===== src/scu_pkg.sv =====
`timescale 1ns / 1ps

package scu_pkg;

    // Order in which one buffered input frame releases its results
    localparam logic [1:0] SLOT_MID     = 2'd0;  // midpoint between the two previous frames
    localparam logic [1:0] SLOT_PREV    = 2'd1;  // previous original frame
    localparam logic [1:0] SLOT_END_MID = 2'd2;  // linear midpoint closing the buffer
    localparam logic [1:0] SLOT_LAST   = 2'd3;   // current frame, marked last

    // Frames seen in the buffer, saturating
    localparam logic [1:0] FRAMES_NONE  = 2'd0;
    localparam logic [1:0] FRAMES_ONE   = 2'd1;
    localparam logic [1:0] FRAMES_TWO   = 2'd2;
    localparam logic [1:0] FRAMES_MANY  = 2'd3;

    typedef struct packed {
        logic [1:0] frames;
        logic       eob;
    } t_item_ctl;

endpackage


===== src/scu_interp.sv =====
`timescale 1ns / 1ps

module scu_interp #(
    parameter int SAMPLE_BITS = 24
) (
    input  logic signed [SAMPLE_BITS-1:0] i_a,
    input  logic signed [SAMPLE_BITS-1:0] i_b,
    input  logic signed [SAMPLE_BITS-1:0] i_c,
    input  logic signed [SAMPLE_BITS-1:0] i_d,
    input  logic                          i_cubic,
    output logic signed [SAMPLE_BITS-1:0] o_mid
);
    localparam int W  = SAMPLE_BITS;
    localparam int SW = SAMPLE_BITS + 6;

    localparam logic signed [SW-1:0] SAT_HI = {{(SW-W+1){1'b0}}, {(W-1){1'b1}}};
    localparam logic signed [SW-1:0] SAT_LO = {{(SW-W+1){1'b1}}, {(W-1){1'b0}}};

    logic signed [W:0]    w_lin_sum;
    logic signed [SW-1:0] w_bc;
    logic signed [SW-1:0] w_ad;
    logic signed [SW-1:0] w_nine_bc;
    logic signed [SW-1:0] w_diff;
    logic signed [SW-1:0] w_shifted;
    logic signed [W-1:0]  w_cubic;

    // (b+c)>>1, floor: drop the low bit of the widened sum
    assign w_lin_sum = {i_b[W-1], i_b} + {i_c[W-1], i_c};

    // (9*(b+c) - (a+d)) >>> 4 with saturation
    assign w_bc      = SW'(i_b) + SW'(i_c);
    assign w_ad      = SW'(i_a) + SW'(i_d);
    assign w_nine_bc = (w_bc <<< 3) + w_bc;
    assign w_diff    = w_nine_bc - w_ad;
    assign w_shifted = w_diff >>> 4;

    always_comb begin
        if (w_shifted > SAT_HI) begin
            w_cubic = SAT_HI[W-1:0];
        end else if (w_shifted < SAT_LO) begin
            w_cubic = SAT_LO[W-1:0];
        end else begin
            w_cubic = w_shifted[W-1:0];
        end
    end

    assign o_mid = i_cubic ? w_cubic : w_lin_sum[W:1];

endmodule


===== src/scu_front.sv =====
`timescale 1ns / 1ps

module scu_front #(
    parameter int SAMPLE_BITS = 24
) (
    input  logic                          i_clk,
    input  logic                          i_rst_n,
    input  logic                          i_valid,
    output logic                          o_ready,
    input  logic signed [SAMPLE_BITS-1:0] i_left,
    input  logic signed [SAMPLE_BITS-1:0] i_right,
    input  logic                          i_eob,
    input  logic                          i_item_done,
    output logic                          o_item_valid,
    output scu_pkg::t_item_ctl            o_ctl,
    output logic signed [SAMPLE_BITS-1:0] o_cur_l,
    output logic signed [SAMPLE_BITS-1:0] o_h0_l,
    output logic signed [SAMPLE_BITS-1:0] o_h1_l,
    output logic signed [SAMPLE_BITS-1:0] o_h2_l,
    output logic signed [SAMPLE_BITS-1:0] o_cur_r,
    output logic signed [SAMPLE_BITS-1:0] o_h0_r,
    output logic signed [SAMPLE_BITS-1:0] o_h1_r,
    output logic signed [SAMPLE_BITS-1:0] o_h2_r
);
    import scu_pkg::*;

    localparam int W = SAMPLE_BITS;

    logic            w_accept;
    logic            r_item_valid;
    logic [1:0]      r_frames;
    logic [1:0]      n_frames;
    logic [W-1:0]    r_hist_l [3];
    logic [W-1:0]    r_hist_r [3];
    t_item_ctl       r_ctl;
    logic [W-1:0]    r_cur_l;
    logic [W-1:0]    r_cur_r;
    logic [W-1:0]    r_snap_l [3];
    logic [W-1:0]    r_snap_r [3];

    // A new frame may enter as the held one releases its final result
    assign o_ready  = !r_item_valid || i_item_done;
    assign w_accept = i_valid && o_ready;
    assign n_frames = (r_frames == FRAMES_MANY) ? FRAMES_MANY : r_frames + 2'd1;

    always_ff @(posedge i_clk) begin
        if (!i_rst_n) begin
            r_item_valid <= 1'b0;
            r_frames     <= FRAMES_NONE;
            for (int i = 0; i < 3; i++) begin
                r_hist_l[i] <= '0;
                r_hist_r[i] <= '0;
            end
        end else begin
            if (w_accept) begin
                r_item_valid <= 1'b1;
            end else if (i_item_done) begin
                r_item_valid <= 1'b0;
            end
            if (w_accept) begin
                if (i_eob) begin
                    // close the buffer: start the next one from a clean history
                    r_frames <= FRAMES_NONE;
                    for (int i = 0; i < 3; i++) begin
                        r_hist_l[i] <= '0;
                        r_hist_r[i] <= '0;
                    end
                end else begin
                    r_frames    <= n_frames;
                    r_hist_l[2] <= r_hist_l[1];
                    r_hist_l[1] <= r_hist_l[0];
                    r_hist_l[0] <= i_left;
                    r_hist_r[2] <= r_hist_r[1];
                    r_hist_r[1] <= r_hist_r[0];
                    r_hist_r[0] <= i_right;
                end
            end
        end
    end

    // Snapshot of the frame and the history it sees
    always_ff @(posedge i_clk) begin
        if (w_accept) begin
            r_ctl.frames <= r_frames;
            r_ctl.eob    <= i_eob;
            r_cur_l      <= i_left;
            r_cur_r      <= i_right;
            for (int i = 0; i < 3; i++) begin
                r_snap_l[i] <= r_hist_l[i];
                r_snap_r[i] <= r_hist_r[i];
            end
        end
    end

    assign o_item_valid = r_item_valid;
    assign o_ctl        = r_ctl;
    assign o_cur_l      = r_cur_l;
    assign o_h0_l       = r_snap_l[0];
    assign o_h1_l       = r_snap_l[1];
    assign o_h2_l       = r_snap_l[2];
    assign o_cur_r      = r_cur_r;
    assign o_h0_r       = r_snap_r[0];
    assign o_h1_r       = r_snap_r[1];
    assign o_h2_r       = r_snap_r[2];

    a_fresh_history: assert property (@(posedge i_clk) disable iff (!i_rst_n)
        (r_frames == FRAMES_NONE) |-> (r_hist_l[0] == '0 && r_hist_l[1] == '0 &&
            r_hist_l[2] == '0 && r_hist_r[0] == '0 && r_hist_r[1] == '0 &&
            r_hist_r[2] == '0))
        else $error("history not clear at buffer start");

    a_stall_has_item: assert property (@(posedge i_clk) disable iff (!i_rst_n)
        !o_ready |-> r_item_valid)
        else $error("input stalled with no frame held");

endmodule


===== src/scu_seq.sv =====
`timescale 1ns / 1ps

module scu_seq #(
    parameter int SAMPLE_BITS = 24
) (
    input  logic                          i_clk,
    input  logic                          i_rst_n,
    input  logic                          i_item_valid,
    input  scu_pkg::t_item_ctl            i_ctl,
    input  logic signed [SAMPLE_BITS-1:0] i_cur_l,
    input  logic signed [SAMPLE_BITS-1:0] i_h0_l,
    input  logic signed [SAMPLE_BITS-1:0] i_h1_l,
    input  logic signed [SAMPLE_BITS-1:0] i_h2_l,
    input  logic signed [SAMPLE_BITS-1:0] i_cur_r,
    input  logic signed [SAMPLE_BITS-1:0] i_h0_r,
    input  logic signed [SAMPLE_BITS-1:0] i_h1_r,
    input  logic signed [SAMPLE_BITS-1:0] i_h2_r,
    output logic                          o_item_done,
    output logic                          o_valid,
    input  logic                          i_ready,
    output logic signed [SAMPLE_BITS-1:0] o_out_left,
    output logic signed [SAMPLE_BITS-1:0] o_out_right,
    output logic                          o_is_midpoint,
    output logic                          o_last_of_buffer
);
    import scu_pkg::*;

    localparam int W = SAMPLE_BITS;

    logic [1:0]          r_step;
    logic [1:0]          w_slot;
    logic [1:0]          w_last_slot;
    logic                w_has;
    logic                w_load_ok;
    logic                w_load;
    logic                w_at_mid;
    logic                w_cubic;
    logic signed [W-1:0] w_b_l, w_c_l, w_mid_l;
    logic signed [W-1:0] w_b_r, w_c_r, w_mid_r;
    logic                r_out_valid;
    logic signed [W-1:0] r_out_l;
    logic signed [W-1:0] r_out_r;
    logic                r_out_mid;
    logic                r_out_last;

    // Without two frames of history there is no leading midpoint
    assign w_slot      = r_step + ((i_ctl.frames == FRAMES_TWO ||
                                    i_ctl.frames == FRAMES_MANY) ? 2'd0 : 2'd1);
    assign w_last_slot = i_ctl.eob ? SLOT_LAST : SLOT_PREV;
    assign w_has       = (i_ctl.frames != FRAMES_NONE);
    assign w_load_ok   = !r_out_valid || i_ready;
    assign w_load      = i_item_valid && w_has && w_load_ok;
    assign o_item_done = i_item_valid && (!w_has || (w_load_ok && w_slot == w_last_slot));

    assign w_at_mid = (w_slot == SLOT_MID);
    assign w_cubic  = w_at_mid && (i_ctl.frames == FRAMES_MANY);
    assign w_b_l    = w_at_mid ? i_h1_l : i_h0_l;
    assign w_c_l    = w_at_mid ? i_h0_l : i_cur_l;
    assign w_b_r    = w_at_mid ? i_h1_r : i_h0_r;
    assign w_c_r    = w_at_mid ? i_h0_r : i_cur_r;

    scu_interp #(.SAMPLE_BITS(SAMPLE_BITS)) u_interp_l (
        .i_a     (i_h2_l),
        .i_b     (w_b_l),
        .i_c     (w_c_l),
        .i_d     (i_cur_l),
        .i_cubic (w_cubic),
        .o_mid   (w_mid_l)
    );

    scu_interp #(.SAMPLE_BITS(SAMPLE_BITS)) u_interp_r (
        .i_a     (i_h2_r),
        .i_b     (w_b_r),
        .i_c     (w_c_r),
        .i_d     (i_cur_r),
        .i_cubic (w_cubic),
        .o_mid   (w_mid_r)
    );

    always_ff @(posedge i_clk) begin
        if (!i_rst_n) begin
            r_step      <= 2'd0;
            r_out_valid <= 1'b0;
        end else begin
            if (o_item_done) begin
                r_step <= 2'd0;
            end else if (w_load) begin
                r_step <= r_step + 2'd1;
            end
            if (w_load) begin
                r_out_valid <= 1'b1;
            end else if (i_ready) begin
                r_out_valid <= 1'b0;
            end
        end
    end

    always_ff @(posedge i_clk) begin
        if (w_load) begin
            case (w_slot)
                SLOT_MID: begin
                    r_out_l    <= w_mid_l;
                    r_out_r    <= w_mid_r;
                    r_out_mid  <= 1'b1;
                    r_out_last <= 1'b0;
                end
                SLOT_PREV: begin
                    r_out_l    <= i_h0_l;
                    r_out_r    <= i_h0_r;
                    r_out_mid  <= 1'b0;
                    r_out_last <= 1'b0;
                end
                SLOT_END_MID: begin
                    r_out_l    <= w_mid_l;
                    r_out_r    <= w_mid_r;
                    r_out_mid  <= 1'b1;
                    r_out_last <= 1'b0;
                end
                SLOT_LAST: begin
                    r_out_l    <= i_cur_l;
                    r_out_r    <= i_cur_r;
                    r_out_mid  <= 1'b0;
                    r_out_last <= 1'b1;
                end
                default: begin
                    r_out_l    <= i_cur_l;
                    r_out_r    <= i_cur_r;
                    r_out_mid  <= 1'b0;
                    r_out_last <= 1'b0;
                end
            endcase
        end
    end

    assign o_valid          = r_out_valid;
    assign o_out_left       = r_out_l;
    assign o_out_right      = r_out_r;
    assign o_is_midpoint    = r_out_mid;
    assign o_last_of_buffer = r_out_last;

    a_slot_in_range: assert property (@(posedge i_clk) disable iff (!i_rst_n)
        (i_item_valid && w_has) |-> (w_slot <= w_last_slot))
        else $error("result slot ran past the end of the frame");

    a_done_needs_item: assert property (@(posedge i_clk) disable iff (!i_rst_n)
        o_item_done |-> i_item_valid)
        else $error("frame released while none is held");

    a_load_shows: assert property (@(posedge i_clk) disable iff (!i_rst_n)
        w_load |=> o_valid)
        else $error("loaded result not presented");

    a_last_is_original: assert property (@(posedge i_clk) disable iff (!i_rst_n)
        (o_valid && o_last_of_buffer) |-> !o_is_midpoint)
        else $error("buffer end marked on a midpoint");

endmodule


===== src/stereo_2x_cubic_upsampler.sv =====
`timescale 1ns / 1ps

// Stereo 2x upsampler with cubic midpoints and linear buffer edges.
// Input channel: i_valid / o_ready carries one stereo frame per transaction
// plus an end-of-buffer flag. Output channel: o_valid / i_ready carries one
// output frame per transaction, tagged as midpoint or original and marked on
// the final frame of the buffer.
// Frames are released one step late: a frame's results come out when the
// following frame arrives, and the end-of-buffer frame flushes the rest.
// Each accepted frame is held in the front register and each result in
// the single output register. A frame yields 0 to 4 results, emitted one
// per cycle while i_ready is high, so a steady stream gives two results
// per frame and an end-of-buffer frame gives up to four.
// A new frame is taken in the cycle its predecessor releases its final
// result, while that result may still wait in the output register.
// When i_ready is low the output register holds its frame and, while the
// held input frame still has a result to load, o_ready drops.
// Reset clears history, the frame count and both valid flags.
module stereo_2x_cubic_upsampler #(
    parameter int SAMPLE_BITS = 24
) (
    input  logic                          i_clk,
    input  logic                          i_rst_n,
    input  logic                          i_valid,
    output logic                          o_ready,
    input  logic signed [SAMPLE_BITS-1:0] i_left_sample,
    input  logic signed [SAMPLE_BITS-1:0] i_right_sample,
    input  logic                          i_end_of_buffer,
    output logic                          o_valid,
    input  logic                          i_ready,
    output logic signed [SAMPLE_BITS-1:0] o_out_left,
    output logic signed [SAMPLE_BITS-1:0] o_out_right,
    output logic                          o_is_midpoint,
    output logic                          o_last_of_buffer
);
    import scu_pkg::*;

    logic                          w_item_valid;
    logic                          w_item_done;
    t_item_ctl                     w_ctl;
    logic signed [SAMPLE_BITS-1:0] w_cur_l, w_h0_l, w_h1_l, w_h2_l;
    logic signed [SAMPLE_BITS-1:0] w_cur_r, w_h0_r, w_h1_r, w_h2_r;

    scu_front #(.SAMPLE_BITS(SAMPLE_BITS)) u_front (
        .i_clk        (i_clk),
        .i_rst_n      (i_rst_n),
        .i_valid      (i_valid),
        .o_ready      (o_ready),
        .i_left       (i_left_sample),
        .i_right      (i_right_sample),
        .i_eob        (i_end_of_buffer),
        .i_item_done  (w_item_done),
        .o_item_valid (w_item_valid),
        .o_ctl        (w_ctl),
        .o_cur_l      (w_cur_l),
        .o_h0_l       (w_h0_l),
        .o_h1_l       (w_h1_l),
        .o_h2_l       (w_h2_l),
        .o_cur_r      (w_cur_r),
        .o_h0_r       (w_h0_r),
        .o_h1_r       (w_h1_r),
        .o_h2_r       (w_h2_r)
    );

    scu_seq #(.SAMPLE_BITS(SAMPLE_BITS)) u_seq (
        .i_clk            (i_clk),
        .i_rst_n          (i_rst_n),
        .i_item_valid     (w_item_valid),
        .i_ctl            (w_ctl),
        .i_cur_l          (w_cur_l),
        .i_h0_l           (w_h0_l),
        .i_h1_l           (w_h1_l),
        .i_h2_l           (w_h2_l),
        .i_cur_r          (w_cur_r),
        .i_h0_r           (w_h0_r),
        .i_h1_r           (w_h1_r),
        .i_h2_r           (w_h2_r),
        .o_item_done      (w_item_done),
        .o_valid          (o_valid),
        .i_ready          (i_ready),
        .o_out_left       (o_out_left),
        .o_out_right      (o_out_right),
        .o_is_midpoint    (o_is_midpoint),
        .o_last_of_buffer (o_last_of_buffer)
    );

endmodule

===== config.mk =====
export PLATFORM = sky130hd
export DESIGN_NAME = stereo_2x_cubic_upsampler
export DESIGN_NICKNAME = d
export VERILOG_FILES = /design/src/scu_pkg.sv /design/src/scu_interp.sv /design/src/scu_front.sv /design/src/scu_seq.sv /design/src/stereo_2x_cubic_upsampler.sv
export SDC_FILE = /design/constraint.sdc
export NUM_CORES = 1
export LEC_CHECK = 0
export BUFFER_PORTS_ARGS = -buffer_cell sky130_fd_sc_hd__buf_2
export CAP_MARGIN = 5
export CORE_MARGIN = 1
export CORE_UTILIZATION = 55
export DETAILED_ROUTE_END_ITERATION = 16
export PLACE_DENSITY_LB_ADDON = 0.05
export SYNTH_ARGS = -nofsm -noshare
export SYNTH_HDL_FRONTEND = slang
export SYNTH_SLANG_ARGS = --single-unit

===== constraint.sdc =====
create_clock -name i_clk -period 17.79 [get_ports i_clk]
set_input_delay 1.779 -clock i_clk [delete_from_list [all_inputs] [get_ports i_clk]]
set_output_delay 1.779 -clock i_clk [all_outputs]
set_load 0.01 [all_outputs]

== Word-level counts from Yosys, hierarchy flattened ==
Memory sizes are Yosys's and may differ from the RTL's.
Cells that the tools add are included.

* Logic and storage cells: 119
* Output and inout port bits: 52
* Memories: 4
* Register bits: 107
* Bits in writable memories: 288

* Add/subtract/negate cells: 13
* $lt $le $gt $ge: 4
* Multiplexer cells: 45
* Reductions and logical operators: 21
* Bitwise gates (word level): 13
* Equal/unequal tests: 7

{| class="wikitable"
|+ Memory list
! name !! words !! width !! rd ports !! clocked after memory_dff !! write ports !! line !! RTL
|-
| u_front.r_hist_l || 3 || 24 || 3 || 0 || 3 || scu_front.sv:33 || <nowiki>logic [W-1:0] r_hist_l [3];</nowiki>
|-
| u_front.r_hist_r || 3 || 24 || 3 || 0 || 3 || scu_front.sv:34 || <nowiki>logic [W-1:0] r_hist_r [3];</nowiki>
|-
| u_front.r_snap_l || 3 || 24 || 3 || 0 || 3 || scu_front.sv:38 || <nowiki>logic [W-1:0] r_snap_l [3];</nowiki>
|-
| u_front.r_snap_r || 3 || 24 || 3 || 0 || 3 || scu_front.sv:39 || <nowiki>logic [W-1:0] r_snap_r [3];</nowiki>
|}

{| class="wikitable"
|+ Operators by type and width
! operator !! count
|-
| 2-to-1 mux 24 bit || 22
|-
| adder 24 x 24 -> 25 bit || 6
|-
| one-hot mux 24 bit (3 select lines) || 2
|-
| subtractor 29 x 25 -> 30 bit || 2
|-
| adder 28 x 25 -> 29 bit || 2
|-
| greater-than comparator 26 x 24 -> 1 bit, second input constant || 2
|-
| < comparator 26 x 24 -> 1 bit, second input constant || 2
|-
| 2-to-1 mux 1 bit || 16
|-
| bitwise OR 1 bit || 12
|-
| == test 2 bit, second input constant || 5
|-
| logical AND 1 bit || 6
|-
| 2-to-1 mux 2 bit || 3
|-
| nonzero test 2 bit || 3
|-
| OR reduction 2 bit || 3
|-
| adder 2 x 1 -> 2 bit, second input constant || 2
|-
| logical OR 1 bit || 4
|-
| one-hot mux 1 bit (2 select lines) || 2
|-
| zero test 1 bit || 3
|-
| OR reduction 3 bit || 1
|-
| adder 2 bit || 1
|-
| == test 2 x 1 -> 1 bit, second input constant || 1
|-
| == test 2 bit || 1
|-
| zero test 2 bit || 1
|-
| NOT 1 bit || 1
|}

== Depth between registers and ports, before layout ==
* Depth after elaboration: 15
* Mapped depth: 35

== Hierarchy ==
From an unflattened synthesis, not the netlist that was laid out.

* Cell total of the unflattened synthesis: 1957
* Area total of the unflattened synthesis: 24133.1 um2

{| class="wikitable"
|+ By module, submodules not included
! module !! cells each !! area each (um2) !! seq. area each (um2) !! times used
|-
| scu_front || 515 || 11488.5 || 10239.8 || 1
|-
| scu_interp (u_seq.u_interp_l) || 561 || 4455.5 || 0.0 || 1
|-
| scu_interp (u_seq.u_interp_r) || 529 || 4305.4 || 0.0 || 1
|-
| scu_seq || 352 || 3883.7 || 1561.5 || 1
|}

== Worst setup path before layout ==
No wires, ideal clock.

* Path kind: register to register
* Start: reg u_front.r_ctl, in the netlist u_front.o_ctl[2]
* End: reg u_seq.r_out_r[12], in the netlist u_seq.o_out_right[12], data pin
* Stages on the path, launching flop included: 34
* Period minus slack after synthesis: 7.834 ns
* Data required time: 17.644 ns
* Buffers on the path: 3
* Setup slack: 9.956 ns
* Data arrival time: 7.688 ns
* Path through: edfxtp_1 inv_1 ha_1 xnor2_2 nor2b_1 clkbuf_1 clkbuf_1 mux2_2 ha_1 fa_1 a211oi_1 o21bai_1 a31o_2 a211oi_1 nor2_1 o41ai_1 xor2_1 inv_1 fa_1 inv_1 fa_1 inv_1 ha_1 a21oi_1 a21oi_1 a311oi_2 a21oi_2 o32ai_2 xnor2_1 a21o_1 buf_2 nand2_1 a221o_1 a21oi_1

* Word-level cells in the longest chain between the ends: 14
* Elaborated cells on any way between the ends: 23

{| class="wikitable"
|+ RTL lines
! element !! line !! RTL
|-
| from (decl) || scu_front.sv:35 || <nowiki>t_item_ctl r_ctl;</nowiki>
|-
| == test 2 bit (on tied branches) || scu_seq.sv:47, scu_seq.sv:48, scu_seq.sv:56 ||
|-
| logical OR 1 bit || scu_seq.sv:47 || <nowiki>assign w_slot = r_step + ((i_ctl.frames == FRAMES_TWO ||</nowiki>
|-
| 2-to-1 mux 1 bit || scu_seq.sv:48 || <nowiki>i_ctl.frames == FRAMES_MANY) ? 2'd0 : 2'd1);</nowiki>
|-
| adder 2 bit || scu_seq.sv:47 ||
|-
| zero test 2 bit || scu_seq.sv:55, scu_seq.sv:100 ||
|-
| 2-to-1 mux 24 bit (on tied branches) || scu_seq.sv:59, scu_seq.sv:60 ||
|-
| adder 24 x 24 -> 25 bit || scu_interp.sv:28, scu_interp.sv:31 ||
|-
| adder 28 x 25 -> 29 bit || scu_interp.sv:33 || <nowiki>assign w_nine_bc = (w_bc <<< 3) + w_bc;</nowiki>
|-
| subtractor 29 x 25 -> 30 bit || scu_interp.sv:34 || <nowiki>assign w_diff = w_nine_bc - w_ad;</nowiki>
|-
| < comparator 26 x 24 -> 1 bit || scu_interp.sv:40 || <nowiki>end else if (w_shifted < SAT_LO) begin</nowiki>
|-
| 2-to-1 mux 24 bit || scu_interp.sv:40 ||
|-
| 2-to-1 mux 24 bit || scu_interp.sv:38 || <nowiki>if (w_shifted > SAT_HI) begin</nowiki>
|-
| 2-to-1 mux 24 bit || scu_interp.sv:47 || <nowiki>assign o_mid = i_cubic ? w_cubic : w_lin_sum[W:1];</nowiki>
|-
| one-hot mux 24 bit (3 select lines) * || scu_seq.sv:100 || <nowiki>case (w_slot)</nowiki>
|-
| to (signal assigned) || scu_seq.sv:103 || <nowiki>r_out_r <= w_mid_r;</nowiki>
|-
| to (signal assigned) || scu_seq.sv:109 || <nowiki>r_out_r <= i_h0_r;</nowiki>
|-
| to (signal assigned) || scu_seq.sv:115 || <nowiki>r_out_r <= w_mid_r;</nowiki>
|-
| to (decl) || scu_seq.sv:42 || <nowiki>logic signed [W-1:0] r_out_r;</nowiki>
|}

Every way passes the cells marked *; elsewhere a longest branch is shown, timed or not.
A chain may end at the register's enable or synchronous reset.

== Worst setup path after layout ==
* Start: reg u_front.r_ctl, in the netlist u_front.o_ctl[2]
* End: reg u_seq.r_out_r[22], in the netlist u_seq.o_out_right[22], data pin

The elaborated chain is that of the path after synthesis.

==> run_results.csv <==
group,metric,value,unit
layout,n_antenna_cell,0,
logic_synthesis,synth_seq_cells,395,
timing,slew_viol_final,0,
worst_setup_path,cp-end-kind,"register",
timing,fin_crit_sh,52.63,%
floorplan,ios,105,
status,status,"complete, no violations",
cts,clk-insertion-delay-late,0.57,ns
worst_setup_path,critPathSlowestCell,"a21o_1",
cts,clk_pin_slew,0.06,ns
cts,numCtsBuffers,42,
timing,worst_pin_slew,1.249,ns
cts,post_cts_buffers,0,
floorplan,dieArea,43720,um^2
timing,max_freq,106.8,MHz
timing,rsz0062_at_grt,"false",
global_route,grt_pass1_wl,85640,um
worst_setup_path,cp-start-kind,"register",
drt,wl_per_cell,19.73,um
logic_synthesis,ys_warn_count,0,
logic_synthesis,synth.distinct_cells,78,
cts,clk_path_buf_depth,3,
worst_setup_path,crit_top_cell,"inv_1",
logic_synthesis,synth_area,23590,um^2
global_route,antenna_found_initial,0,
worst_setup_path,cp.required,18.12,ns
worst_setup_path,max_stage_delay,0.63,ns
timing,finalClockSkew,0.01682,ns
worst_setup_path,path_max_fanout,52,
logic_synthesis,syn_inst,2044,
worst_hold_path,hold_path_class,"reg2reg",
cts,cts_tree,"yes",
global_route,first_global_vias,15338,
timing,whs,0.4172,ns
global_route,grt_max_degree,128,
logic_synthesis,ys.flop_type,"edfxtp_1",
placed_design,hpwl,36700,um
cts,htreeDepth,2,
drt,vias_per_cell,5.676,
timing,final_hold_viol_count,0,
placed_design,placed_cell_area,24680,um^2
cts,cts-hold-fix-buffers,0,
worst_setup_path,critPathBufInv,5,
layout,utilization,61.84,%
logic_synthesis,synth_edf_count,389,
cts,cts_sinks,395,
floorplan,dieHeight,209.1,um
global_route,overflow,0,
layout,drive_above_1_share,13.54,%
layout,stdcell_area,26060,um^2
drt,dr_total_vias,15388,
floorplan,core,42130,um^2
floorplan,rows,75,
worst_setup_path,path_delay_family,"compound AO/OA/AOI/OAI gates",
timing,setup_tns,0,ns
logic_synthesis,syn-num-nets,2317,
layout,final_nets,2416,
worst_setup_path,critical_path_class,"reg2reg",
drt,first_pass_iters,6,
timing,slew_headroom,16.55,%
cts,post_cts_resized,0,
layout,syn_to_final_growth,10.45,%
global_route,grt_use_total,25.22,%
drt,detail-route-antenna-nets,0,
cts,ctsRootBufferMaster,"clkbuf_16",
logic_synthesis,ys_seq_area_share,50.03,%
logic_synthesis,syn_avg_cell_area,11.54,um^2
worst_setup_path,worstPathArrival,9.69,ns
timing,setup_violations,0,
job,cap_violations,0,
drt,drt_iter0_markers,1167,
timing,period_needed,9.362,ns
drt,route.detailed.drc,0,
placed_design,portBuffers,104,
placed_design,gp_congestion,0.8694,
floorplan,floorplan.initialDensity,55.99,%
drt,drt_wl_total,53500,um
floorplan,die_w,209.1,um
logic_synthesis,ys_async_sr_fraction,0,%
==> through the flow <==
| stage | setup WS (ns) | instances |
|---|---|---|
| 2_1_floorplan | 9.956 | 2044 |
| 3_3_place_gp | 8.500 | 2638 |
| 3_5_place_dp | 8.492 | 2638 |
| 4_1_cts | 8.445 | 2711 |
| 5_1_grt | 7.809 | 2711 |
| 6_report | 8.428 | 2711 |
==> worst paths after layout <==
kind,startpoint,end,slack (ns),depth (start not counted)
setup / recovery,u_front.o_ctl[2],u_seq.o_out_right[22],8.43,30
hold / removal,u_front.r_hist_r[0][56],u_front.r_snap_r[0][56],0.42,0
setup reg to reg,u_front.o_ctl[2],u_seq.o_out_right[22],8.43,30
hold reg to reg,u_front.r_hist_r[0][56],u_front.r_snap_r[0][56],0.42,0
==> layout by cell type (no fill, tap or decap), types with 9 or more instances in the layout <==
master	synthesis	routed
nand3_1	23	22
clkbuf_16	0	42
o21ai_0	134	134
a21oi_1	113	113
a221o_1	14	14
edfxtp_1	389	389
o21a_1	15	15
nand4_1	14	14
a21oi_2	14	14
ha_1	120	119
mux2_2	72	72
inv_1	281	280
o21bai_1	14	14
fa_1	100	100
a21boi_0	10	10
nor3_1	13	13
nor2_1	61	61
o21ai_1	14	14
and2_1	149	149
o211ai_1	9	9
buf_2	8	104
a21o_1	31	31
buf_4	0	16
xnor2_1	60	60
nand2_1	142	141
o22ai_1	15	15
xor2_1	38	38
a211oi_1	24	24
nand2b_1	12	12
==> synthesized netlist by cell type, types with 3 or more instances <==
| cell | instances | area (um^2) |
|---|---|---|
| and3_1 | 7 | 43.79 |
| dfxtp_1 | 6 | 120.1 |
| xnor2_1 | 60 | 525.5 |
| o21bai_1 | 14 | 105.1 |
| o21ai_0 | 134 | 670.6 |
| a21boi_0 | 10 | 75.07 |
| a21oi_2 | 14 | 122.6 |
| clkbuf_1 | 51 | 191.4 |
| buf_6 | 3 | 33.78 |
| o41ai_1 | 5 | 43.79 |
| a21oi_1 | 113 | 565.5 |
| nand4_1 | 14 | 87.58 |
| nand2_1 | 142 | 533.0 |
| mux2_2 | 72 | 810.8 |
| a221o_1 | 14 | 140.1 |
| buf_2 | 8 | 40.04 |
| o31ai_1 | 3 | 22.52 |
| nor2_1 | 61 | 229.0 |
| nor4_1 | 3 | 18.77 |
| a311oi_1 | 6 | 52.55 |
| a31oi_1 | 4 | 25.02 |
| fa_1 | 100 | 2002 |
| or3_1 | 4 | 25.02 |
| xor2_1 | 38 | 332.8 |
| inv_1 | 281 | 1055 |
| o211ai_1 | 9 | 67.56 |
| nor2b_1 | 9 | 56.30 |
| a211o_1 | 3 | 26.28 |
| buf_1 | 3 | 11.26 |
| edfxtp_1 | 389 | 11680 |
| a21o_1 | 31 | 232.7 |
| a211oi_1 | 24 | 180.2 |
| nand3_1 | 23 | 115.1 |
| o21ai_1 | 14 | 70.07 |
| nand2b_1 | 12 | 75.07 |
| and2_1 | 149 | 932.1 |
| o22ai_1 | 15 | 93.84 |
| ha_1 | 120 | 1501 |
| nor3_1 | 13 | 65.06 |
| o21a_1 | 15 | 112.6 |
==> per-layer routing <==
metal  vias to the layer above  global-route usage, %  wire, um
met5                         -                      0         0
met4                         0                  6.643      1063
met3                        67                  3.622      3358
met2                       445                  37.67     23280
met1                      7515                  38.59     25800
li1                       7361                      -         -
==> sequential cells by signal, summed over array words and instances, names as in the netlist <==
name,flops
u_front.r_hist_l,72
u_front.r_hist_r,72
u_front.r_snap_l,72
u_front.r_snap_r,72
u_front.o_cur_l,24
u_front.o_cur_r,24
u_seq.o_out_left,24
u_seq.o_out_right,24
u_front.o_ctl,3
u_front.r_frames,2
u_seq.r_step,2
u_front.o_item_valid,1
u_seq.o_is_midpoint,1
u_seq.o_last_of_buffer,1
u_seq.o_valid,1
==> layout make-up <==
type / instances / area (um^2)
clock buffers: 49 / 1077
clock inverters: 24 / 294.0
fillers: 3429 / 16080
inverters: 281 / 1062
multi-input cells: 1303 / 10510
flip-flops and latches: 395 / 11800
well taps: 539 / 674.4
repair buffers: 120 / 640.6
==> cells by family after synthesis <==
group | Yosys count | synth area share, %
AOI/OAI and AO/OA | 456 | 12.41
xor gates and xnor gates | 99 | 3.707
adders and majority gates | 220 | 14.85
buffers and inverters | 346 | 5.643
DFF | 395 | 50.03
muxes | 73 | 3.485
and+or+nand+nor | 455 | 9.876
Power is left out: the tool's default activity adds up to more than one toggle a clock period on the data nets, which glitch-free logic cannot reach.
